[src/hdl/contiguous_block_run_allocator_core_defines.svh]
// ----------------------------------------------------------------------------
// Assertion macros for the block run allocator
// Implication checks that compile away in synthesis builds.
// ----------------------------------------------------------------------------
`ifndef CONTIGUOUS_BLOCK_RUN_ALLOCATOR_CORE_DEFINES_SVH
`define CONTIGUOUS_BLOCK_RUN_ALLOCATOR_CORE_DEFINES_SVH

`ifndef SYNTHESIS
// same-cycle implication
`define CRBA_ASSERT_IMP(lbl, clk, rst, ante, cons, msg) \
   lbl: assert property (@(posedge clk) disable iff (rst) (ante) |-> (cons)) \
      else $error(msg);
// next-cycle implication
`define CRBA_ASSERT_NXT(lbl, clk, rst, ante, cons, msg) \
   lbl: assert property (@(posedge clk) disable iff (rst) (ante) |=> (cons)) \
      else $error(msg);
`else
`define CRBA_ASSERT_IMP(lbl, clk, rst, ante, cons, msg)
`define CRBA_ASSERT_NXT(lbl, clk, rst, ante, cons, msg)
`endif

`endif

[src/hdl/crba_pkg.sv]
// ----------------------------------------------------------------------------
// crba_pkg
// Shared types and codes of the block run allocator.
// ----------------------------------------------------------------------------
`default_nettype none

package crba_pkg;

   localparam int DEF_BLOCK_SIZE_LOG = 22;
   localparam int DEF_NUM_BLOCKS     = 1024;
   localparam int FIRST_FREE_BLOCK   = 2;

   localparam logic REQ_ALLOC = 1'b0;
   localparam logic REQ_FREE  = 1'b1;

   localparam logic [1:0] ST_ALLOC_OK  = 2'd0;
   localparam logic [1:0] ST_NO_FIT    = 2'd1;
   localparam logic [1:0] ST_FREE_DONE = 2'd2;

   typedef enum logic [2:0] {
      S_CLEAR,
      S_IDLE,
      S_WINDOW,
      S_PROBE,
      S_MARK,
      S_FREE,
      S_DONE
   } seq_state_type;

   // bitmap port control
   typedef struct packed {
      logic wr_en;
      logic wr_bit;
      logic rd_en;
   } mem_ctl_type;

endpackage

`default_nettype wire

[src/hdl/crba_bitmap.sv]
// ----------------------------------------------------------------------------
// crba_bitmap
// Busy bitmap, one bit per block, single port with registered read data.
// ----------------------------------------------------------------------------
`default_nettype none

module crba_bitmap
   import crba_pkg::*;
#(
   parameter int NUM_BLOCKS = DEF_NUM_BLOCKS,
   localparam int IDX_W = $clog2(NUM_BLOCKS)
) (
   input  wire logic             clock,
   input  wire mem_ctl_type      mem_ctl,
   input  wire logic [IDX_W-1:0] mem_addr,
   output logic                  mem_rd_bit
);

   logic map_mem [NUM_BLOCKS];
   logic rd_bit_ff;

   always_ff @(posedge clock) begin
      if (mem_ctl.wr_en) begin
         map_mem[mem_addr] <= mem_ctl.wr_bit;
      end
      if (mem_ctl.rd_en) begin
         rd_bit_ff <= map_mem[mem_addr];
      end
   end

   assign mem_rd_bit = rd_bit_ff;

endmodule

`default_nettype wire

[src/hdl/crba_seq.sv]
// ----------------------------------------------------------------------------
// crba_seq
// Sequencer: reset sweep, first-fit window search, marking and freeing.
// ----------------------------------------------------------------------------
`default_nettype none

module crba_seq
   import crba_pkg::*;
#(
   parameter int BLOCK_SIZE_LOG = DEF_BLOCK_SIZE_LOG,
   parameter int NUM_BLOCKS     = DEF_NUM_BLOCKS,
   localparam int IDX_W = $clog2(NUM_BLOCKS)
) (
   input  wire logic             clock,
   input  wire logic             reset,
   input  wire logic             req_valid,
   output logic                  req_stall,
   input  wire logic             req_type,
   input  wire logic [31:0]      req_size_bytes,
   input  wire logic [31:0]      req_base_address,
   output mem_ctl_type           mem_ctl,
   output logic [IDX_W-1:0]      mem_addr,
   input  wire logic             mem_rd_bit,
   output logic                  res_valid,
   input  wire logic             res_ready,
   output logic [31:0]           res_addr,
   output logic [1:0]            res_status
);

   localparam int ABLK_W = 32 - BLOCK_SIZE_LOG;
   localparam int CNT_W  = ABLK_W + 1;
   localparam int POS_W  = (IDX_W + 1 > ABLK_W + 2) ? IDX_W + 1 : ABLK_W + 2;
   localparam longint ADDR_BLOCKS = longint'(1) << ABLK_W;
   localparam longint LIMIT = (longint'(NUM_BLOCKS) < ADDR_BLOCKS) ?
                              longint'(NUM_BLOCKS) : ADDR_BLOCKS;
   localparam logic [POS_W-1:0] LIMIT_P = POS_W'(LIMIT);
   localparam logic [POS_W-1:0] NUM_P   = POS_W'(NUM_BLOCKS);

   seq_state_type     state_ff, state_in;
   logic [POS_W-1:0]  first_ff, first_in;
   logic [POS_W-1:0]  test_ff, test_in;
   logic [POS_W-1:0]  last_ff, last_in;
   logic [CNT_W-1:0]  count_ff, count_in;
   logic [IDX_W-1:0]  clr_ff, clr_in;
   logic [1:0]        status_ff, status_in;

   logic [POS_W-1:0]  win_end;
   logic [CNT_W-1:0]  req_count;

   // window end is the one shared add; the fit check compares against it
   assign win_end = first_ff + POS_W'(count_ff);

   assign req_count = CNT_W'(req_size_bytes[31:BLOCK_SIZE_LOG])
                    + CNT_W'(|req_size_bytes[BLOCK_SIZE_LOG-1:0]);

   always_ff @(posedge clock) begin
      if (reset) begin
         state_ff <= S_CLEAR;
         clr_ff   <= '0;
      end else begin
         state_ff <= state_in;
         clr_ff   <= clr_in;
      end
      first_ff  <= first_in;
      test_ff   <= test_in;
      last_ff   <= last_in;
      count_ff  <= count_in;
      status_ff <= status_in;
   end

   always_comb begin
      state_in  = state_ff;
      first_in  = first_ff;
      test_in   = test_ff;
      last_in   = last_ff;
      count_in  = count_ff;
      clr_in    = clr_ff;
      status_in = status_ff;
      mem_ctl   = '0;
      mem_addr  = '0;
      req_stall = 1'b1;
      res_valid = 1'b0;

      unique case (state_ff)
         S_CLEAR: begin
            mem_ctl.wr_en  = 1'b1;
            mem_ctl.wr_bit = (clr_ff < IDX_W'(FIRST_FREE_BLOCK));
            mem_addr       = clr_ff;
            clr_in         = clr_ff + 1'b1;
            if (clr_ff == IDX_W'(NUM_BLOCKS - 1)) begin
               state_in = S_IDLE;
            end
         end
         S_IDLE: begin
            req_stall = 1'b0;
            if (req_valid) begin
               count_in = req_count;
               if (req_type == REQ_ALLOC) begin
                  first_in = POS_W'(FIRST_FREE_BLOCK);
                  state_in = S_WINDOW;
               end else begin
                  first_in = POS_W'(req_base_address[31:BLOCK_SIZE_LOG]);
                  state_in = S_FREE;
               end
            end
         end
         S_WINDOW: begin
            if (count_ff == '0 || win_end > LIMIT_P) begin
               status_in = ST_NO_FIT;
               state_in  = S_DONE;
            end else begin
               // probe the window from its last block down
               test_in       = win_end - 1'b1;
               last_in       = win_end - 1'b1;
               mem_ctl.rd_en = 1'b1;
               mem_addr      = test_in[IDX_W-1:0];
               state_in      = S_PROBE;
            end
         end
         S_PROBE: begin
            if (mem_rd_bit) begin
               first_in = test_ff + 1'b1;
               state_in = S_WINDOW;
            end else if (test_ff == first_ff) begin
               state_in = S_MARK;
            end else begin
               test_in       = test_ff - 1'b1;
               mem_ctl.rd_en = 1'b1;
               mem_addr      = test_in[IDX_W-1:0];
            end
         end
         S_MARK: begin
            mem_ctl.wr_en  = 1'b1;
            mem_ctl.wr_bit = 1'b1;
            mem_addr       = test_ff[IDX_W-1:0];
            test_in        = test_ff + 1'b1;
            if (test_ff == last_ff) begin
               status_in = ST_ALLOC_OK;
               state_in  = S_DONE;
            end
         end
         S_FREE: begin
            if (count_ff == '0 || first_ff >= NUM_P) begin
               status_in = ST_FREE_DONE;
               state_in  = S_DONE;
            end else begin
               mem_ctl.wr_en  = 1'b1;
               mem_ctl.wr_bit = 1'b0;
               mem_addr       = first_ff[IDX_W-1:0];
               first_in       = first_ff + 1'b1;
               count_in       = count_ff - 1'b1;
            end
         end
         S_DONE: begin
            res_valid = 1'b1;
            if (res_ready) begin
               state_in = S_IDLE;
            end
         end
         default: begin
            state_in = S_IDLE;
         end
      endcase
   end

   assign res_status = status_ff;
   assign res_addr   = (status_ff == ST_ALLOC_OK) ?
                       {first_ff[ABLK_W-1:0], {BLOCK_SIZE_LOG{1'b0}}} : 32'd0;

endmodule

`default_nettype wire

[src/hdl/contiguous_block_run_allocator_core.sv]
// ----------------------------------------------------------------------------
// contiguous_block_run_allocator_core
// First-fit allocator of contiguous block runs over a busy bitmap.
// ----------------------------------------------------------------------------
// After reset the block sweeps the bitmap once, one block per cycle,
// marking blocks 0 and 1 busy; no request is taken until the sweep ends.
// Each request then runs one at a time through a sequencer built around a
// single-port bitmap memory, which reads or writes one block per cycle. An
// allocate is accepted, checks each candidate window, probes its blocks from
// the last one down, marks the blocks of the window that fits, and answers;
// the worst case walks most of the map. A zero-size allocate, or one too
// large for the searchable blocks, answers without probing. A free clears
// its blocks in turn and then answers. The result sits in an output register,
// so the next request is accepted while a result still waits to be taken.
// ----------------------------------------------------------------------------
`default_nettype none

`include "contiguous_block_run_allocator_core_defines.svh"

module contiguous_block_run_allocator_core
   import crba_pkg::*;
#(
   parameter int BLOCK_SIZE_LOG = DEF_BLOCK_SIZE_LOG,
   parameter int NUM_BLOCKS     = DEF_NUM_BLOCKS
) (
   input  wire logic        clock,
   input  wire logic        reset,
   input  wire logic        req_valid,
   output logic             req_stall,
   input  wire logic        req_type,
   input  wire logic [31:0] req_size_bytes,
   input  wire logic [31:0] req_base_address,
   output logic             rsp_valid,
   input  wire logic        rsp_stall,
   output logic [31:0]      rsp_run_address,
   output logic [1:0]       rsp_status
);

   localparam int IDX_W = $clog2(NUM_BLOCKS);

   mem_ctl_type       mem_ctl;
   logic [IDX_W-1:0]  mem_addr;
   logic              mem_rd_bit;
   logic              res_valid;
   logic              res_ready;
   logic [31:0]       res_addr;
   logic [1:0]        res_status;

   logic              rsp_valid_ff, rsp_valid_in;
   logic [31:0]       rsp_addr_ff, rsp_addr_in;
   logic [1:0]        rsp_status_ff, rsp_status_in;

   crba_seq #(
      .BLOCK_SIZE_LOG (BLOCK_SIZE_LOG),
      .NUM_BLOCKS     (NUM_BLOCKS)
   ) u_seq (
      .clock            (clock),
      .reset            (reset),
      .req_valid        (req_valid),
      .req_stall        (req_stall),
      .req_type         (req_type),
      .req_size_bytes   (req_size_bytes),
      .req_base_address (req_base_address),
      .mem_ctl          (mem_ctl),
      .mem_addr         (mem_addr),
      .mem_rd_bit       (mem_rd_bit),
      .res_valid        (res_valid),
      .res_ready        (res_ready),
      .res_addr         (res_addr),
      .res_status       (res_status)
   );

   crba_bitmap #(
      .NUM_BLOCKS (NUM_BLOCKS)
   ) u_bitmap (
      .clock      (clock),
      .mem_ctl    (mem_ctl),
      .mem_addr   (mem_addr),
      .mem_rd_bit (mem_rd_bit)
   );

   // output register frees up as the current result transfers
   assign res_ready = !rsp_valid_ff || !rsp_stall;

   always_comb begin
      rsp_valid_in  = rsp_valid_ff;
      rsp_addr_in   = rsp_addr_ff;
      rsp_status_in = rsp_status_ff;
      if (res_ready) begin
         rsp_valid_in = res_valid;
         if (res_valid) begin
            rsp_addr_in   = res_addr;
            rsp_status_in = res_status;
         end
      end
   end

   always_ff @(posedge clock) begin
      if (reset) begin
         rsp_valid_ff <= 1'b0;
      end else begin
         rsp_valid_ff <= rsp_valid_in;
      end
      rsp_addr_ff   <= rsp_addr_in;
      rsp_status_ff <= rsp_status_in;
   end

   assign rsp_valid       = rsp_valid_ff;
   assign rsp_run_address = rsp_addr_ff;
   assign rsp_status      = rsp_status_ff;

   `CRBA_ASSERT_IMP(a_alloc_addr, clock, reset,
      rsp_valid && rsp_status == ST_ALLOC_OK,
      rsp_run_address != 32'd0 && rsp_run_address[BLOCK_SIZE_LOG-1:0] == '0,
      "allocated address is zero or not block aligned")
   `CRBA_ASSERT_IMP(a_noalloc_zero, clock, reset,
      rsp_valid && rsp_status != ST_ALLOC_OK,
      rsp_run_address == 32'd0,
      "failed or free result carries a nonzero address")
   `CRBA_ASSERT_NXT(a_busy_after_accept, clock, reset,
      req_valid && !req_stall,
      req_stall,
      "request accepted while previous one still in progress")

endmodule

`default_nettype wire
[config.mk]
export PLATFORM = sky130hd
export DESIGN_NAME = contiguous_block_run_allocator_core
export DESIGN_NICKNAME = d
export VERILOG_FILES = /design/src/hdl/crba_pkg.sv /design/src/hdl/crba_bitmap.sv /design/src/hdl/crba_seq.sv /design/src/hdl/contiguous_block_run_allocator_core.sv
export VERILOG_INCLUDE_DIRS = /design/src /design/src/hdl
export SDC_FILE = /design/constraint.sdc
export NUM_CORES = 2
export LEC_CHECK = 0
export ABC_CLOCK_PERIOD_IN_PS = 64000
export BUFFER_PORTS_ARGS = -buffer_cell sky130_fd_sc_hd__buf_4
export CAP_MARGIN = 20
export CORE_MARGIN = 1.5
export CORE_UTILIZATION = 33
export CTS_CLUSTER_DIAMETER = 80
export DETAILED_ROUTE_END_ITERATION = 12
export PLACE_DENSITY = 0.51
export RECOVER_POWER = 50
export SLEW_MARGIN = 20
export SYNTH_ARGS = -nofsm -noshare
export SYNTH_HDL_FRONTEND = slang
export SYNTH_SLANG_ARGS = --single-unit
[constraint.sdc]
create_clock -name clock -period 64 [get_ports clock]
set_input_delay 12.8 -clock clock [delete_from_list [all_inputs] [get_ports clock]]
set_output_delay 12.8 -clock clock [all_outputs]
set_load 0.01 [all_outputs]
==> impl_metrics.yaml <==
setup_path:
  cp_max_fo: 24
  crit_arrival_ps: 2270
  end_kind: "output pin"
  cpPeakStageDelay_ps: 840
  worstSetupPathType: "flop to output pin"
  crit_slowest_cell: "clkbuf_1"
  worstPathRequired_ps: 51200
  path_cells: "clkbuf_1 -> nand2b_1 -> buf_4"
  critPathLaunchType: "flop"
yosys:
  ys_warn_count: 0
  avgSynthCellArea_um2: 11.01
  synth_edf_count: 1086
  synth_seq_area_share_pct: 64.51
  syn_inst: 4631
  async_reset_ff_share_pct: 0
  synth_simple_gate_area_share_pct: 18.17
  synth_top_family_by_area: "simple AND/OR/NAND/NOR gates"
  synth-xor-area-share_pct: 1.546
  synth_compound_area_share_pct: 7.210
  synthAdderAreaFrac_pct: 0.5300
  synth_mux_area_share_pct: 3.779
  synthFlopType: "edfxtp_1"
  ys_ff_latch: 1100
  synth_cell_types: 88
  syn-cell-area_um2: 50990
sta:
  rsz0062_at_grt: "no"
  layout_setup_ws_ps: 48930
  tns_ps: 0
  slew_headroom_pct: -211.3
  hold_viol: 0
  worstMarginPinSlew_ps: 4669
  fin_skew_ps: 77.84
  finalCritPeriodShare_pct: 23.55
  fmax_ghz: 0.06636
  setup_viol: 0
  fin_crit_ps: 15070
  maxSlewViolCount: 1017
pwr:
  seq_power_share_pct: 38.2
  leakagePower_nw: 18.36
  pwr-share-clk_pct: 25.1
  p_switching_mw: 1.072
  p_int_mw: 1.609
  p_comb_share_pct: 36.7
  powerDensity_nw_per_um2: 47.13
  ir_drop_uv: 39.83
  netSwitchingFraction_pct: 39.99
clocking:
  clk_latency_ps: 780
  cts_max_level: 3
  cts_setup_buffers: 0
  clock_sinks: 1100
  clk_pin_slew_ps: 60
  post_cts_resized: 0
  cts_tree: "yes"
  clockBufferDepth: 3
  cts_hold_buffers: 0
  root_buffer: "clkbuf_16"
  numCtsBuffers: 119
global_routing:
  grt_pass1_vias: 34110
  grt_pass1_wl_um: 242200
  grt_usage_pct: 21.05
  overflow: 0
  antenna_found_initial: 2
  grt_max_degree: 125
final_layout:
  postLayoutCellArea_um2: 56880
  area_delta_synth_final_pct: 11.56
  nets: 4602
  fin_util_pct: 37.01
  drive_gt1_share_pct: 8.848
  multi_input_area_um2: 16340
  fill_cells: 15210
  stdcell_count: 6656
  register_area_um2: 32890
placed_design:
  place_ws_ps: 48670
  dpl-instance-area_um2: 53090
  port_buffers: 60
  dp_cells: 6431
  hpwl_um: 87100
  gp_congestion: 0.8469
floorplan:
  pin_count: 105
  initial_core_util_pct: 33.18
  core_area_um2: 153700
  die_w_um: 396.1
  die_area_um2: 156900
  die_y_um: 396.1
  fp-row-count: 144
flow_run:
  drv_cap: 11
run_status:
  violations: "max-capacitance violations, max-slew violations"
  status: "complete, but fails checks"
min_path:
  worstHoldPathType: "flop to flop"
detailed_routing:
  dr.pass1.iters: 7
  num_vias: 36460
  route.detailed.drc: 0
  viasPerCell: 5.478
  drtIter0Drc: 4353
  wire_per_inst_um: 25.37
  final_antenna_net_count: 0
  routed_wl_um: 168900
## cell usage after synthesis (50+ instances only)
master | count | area (µm²)
o22ai_1 | 62 | 387.9
edfxtp_1 | 1086 | 32610
buf_2 | 142 | 710.7
xor2_1 | 61 | 534.3
clkbuf_1 | 171 | 641.9
nor2_1 | 1095 | 4110
and3_1 | 53 | 331.6
nand2_1 | 739 | 2774
nand3_1 | 191 | 955.9
mux2i_1 | 188 | 1882
a21oi_1 | 164 | 820.8
buf_4 | 50 | 375.4
## logic make-up (layout without fill, tap and decap cells)
group                      count (synthesis)  count (layout)
and+or+nand+nor                         2250            2250
DFF                                     1100            1100
AOI/OAI and AO/OA                        536             536
buffers and inverters                    441             400
muxes                                    192             192
xor gates and xnor gates                  90              90
adders and majority gates                 21              21
other                                      1              23
## final timing paths
path	slack, ps	cells past startpoint	endpoint	from
hold / removal	490	0	rsp_status[0]	u_seq.res_status[0]
setup reg to reg	49710	7	u_bitmap.map_mem[700]	u_seq.state_ff[2]
setup / recovery	48930	3	req_stall	u_seq.state_ff[2]
hold reg to reg	490	0	rsp_status[0]	u_seq.res_status[0]
## power groups by stage
stage               Combinational, mW  Clock, mW  Sequential (mW)
floorplan                       0.632          0             1.21
finish                          0.984      0.672             1.02
detailed placement              0.979          0             1.01
global placement                0.970          0             1.01
CTS                             0.981      0.682            0.993
global route                     1.05      0.709             1.03
## layer usage
metal  track usage, %  part of all wire, %  vias to the layer above
met5                0                    0                        -
met4            6.062                  2.7                        0
met3            3.485                  7.8                      247
met2            34.92                   48                     1486
met1            28.28                   41                    18600
li1                 -                    -                    16130
## final cells by class
type                            count  area share (%)
Antenna cell                        1        0.004399
Inverter                           26          0.1716
Clock buffer                      135           5.341
Timing Repair Buffer              154           2.162
Clock inverter                     85           1.263
Tap cell                         2044           4.496
Multi-Input combinational cell   3111           28.74
Sequential cell                  1100           57.83
## per-stage QoR
stage / total power [mW] / hold slack [ps]
finish: 2.681 / 491.4
global route: 2.788 / 505.8
CTS: 2.656 / 483.7
detailed placement: 1.987 / 468.8
global placement: 1.977 / 471.9
floorplan: 1.847 / 452.1
## sequential cells by signal, indices dropped and copies added (netlist names)
name and flops:
rsp_valid 1, u_seq.clr_ff 10, u_bitmap.map_mem 1024, u_seq.res_status 2, rsp_status 2, u_seq.state_ff 3
rsp_run_address 10, u_bitmap.mem_rd_bit 1, u_seq.test_ff 12, u_seq.last_ff 12, u_seq.count_ff 11, u_seq.first_ff 12
## cell usage in the layout, fill, tap and decap left out, drive strengths merged, types with 14 or more instances in the layout
cell type  netlist  layout
clkinv           0      70
inv             26      30
nand4           32      32
mux2i          188     188
a21oi          164     164
and3            53      53
nor4            40      40
clkbuf         172     150
and2            20      20
buf            243     139
a32oi           14      14
conb             1      22
xor2            61      61
nand3          192     192
nor2          1095    1095
o21ai           42      42
xnor2           29      29
dfxtp           14      14
o221ai          26      26
a22oi           22      22
nor3            35      35
nand2          739     739
ha              20      20
a211oi          17      17
o22ai           62      62
edfxtp        1086    1086
a311oi          37      37
a31oi           44      44
a221oi          19      19
## critical path, delay by kind of cell, from the launching register on
kind | cells | cell delay [ps]
simple gates | 1 | 270
flops | 1 | 310
buf+inv | 2 | 980
Power figures use the tool's default switching activity.
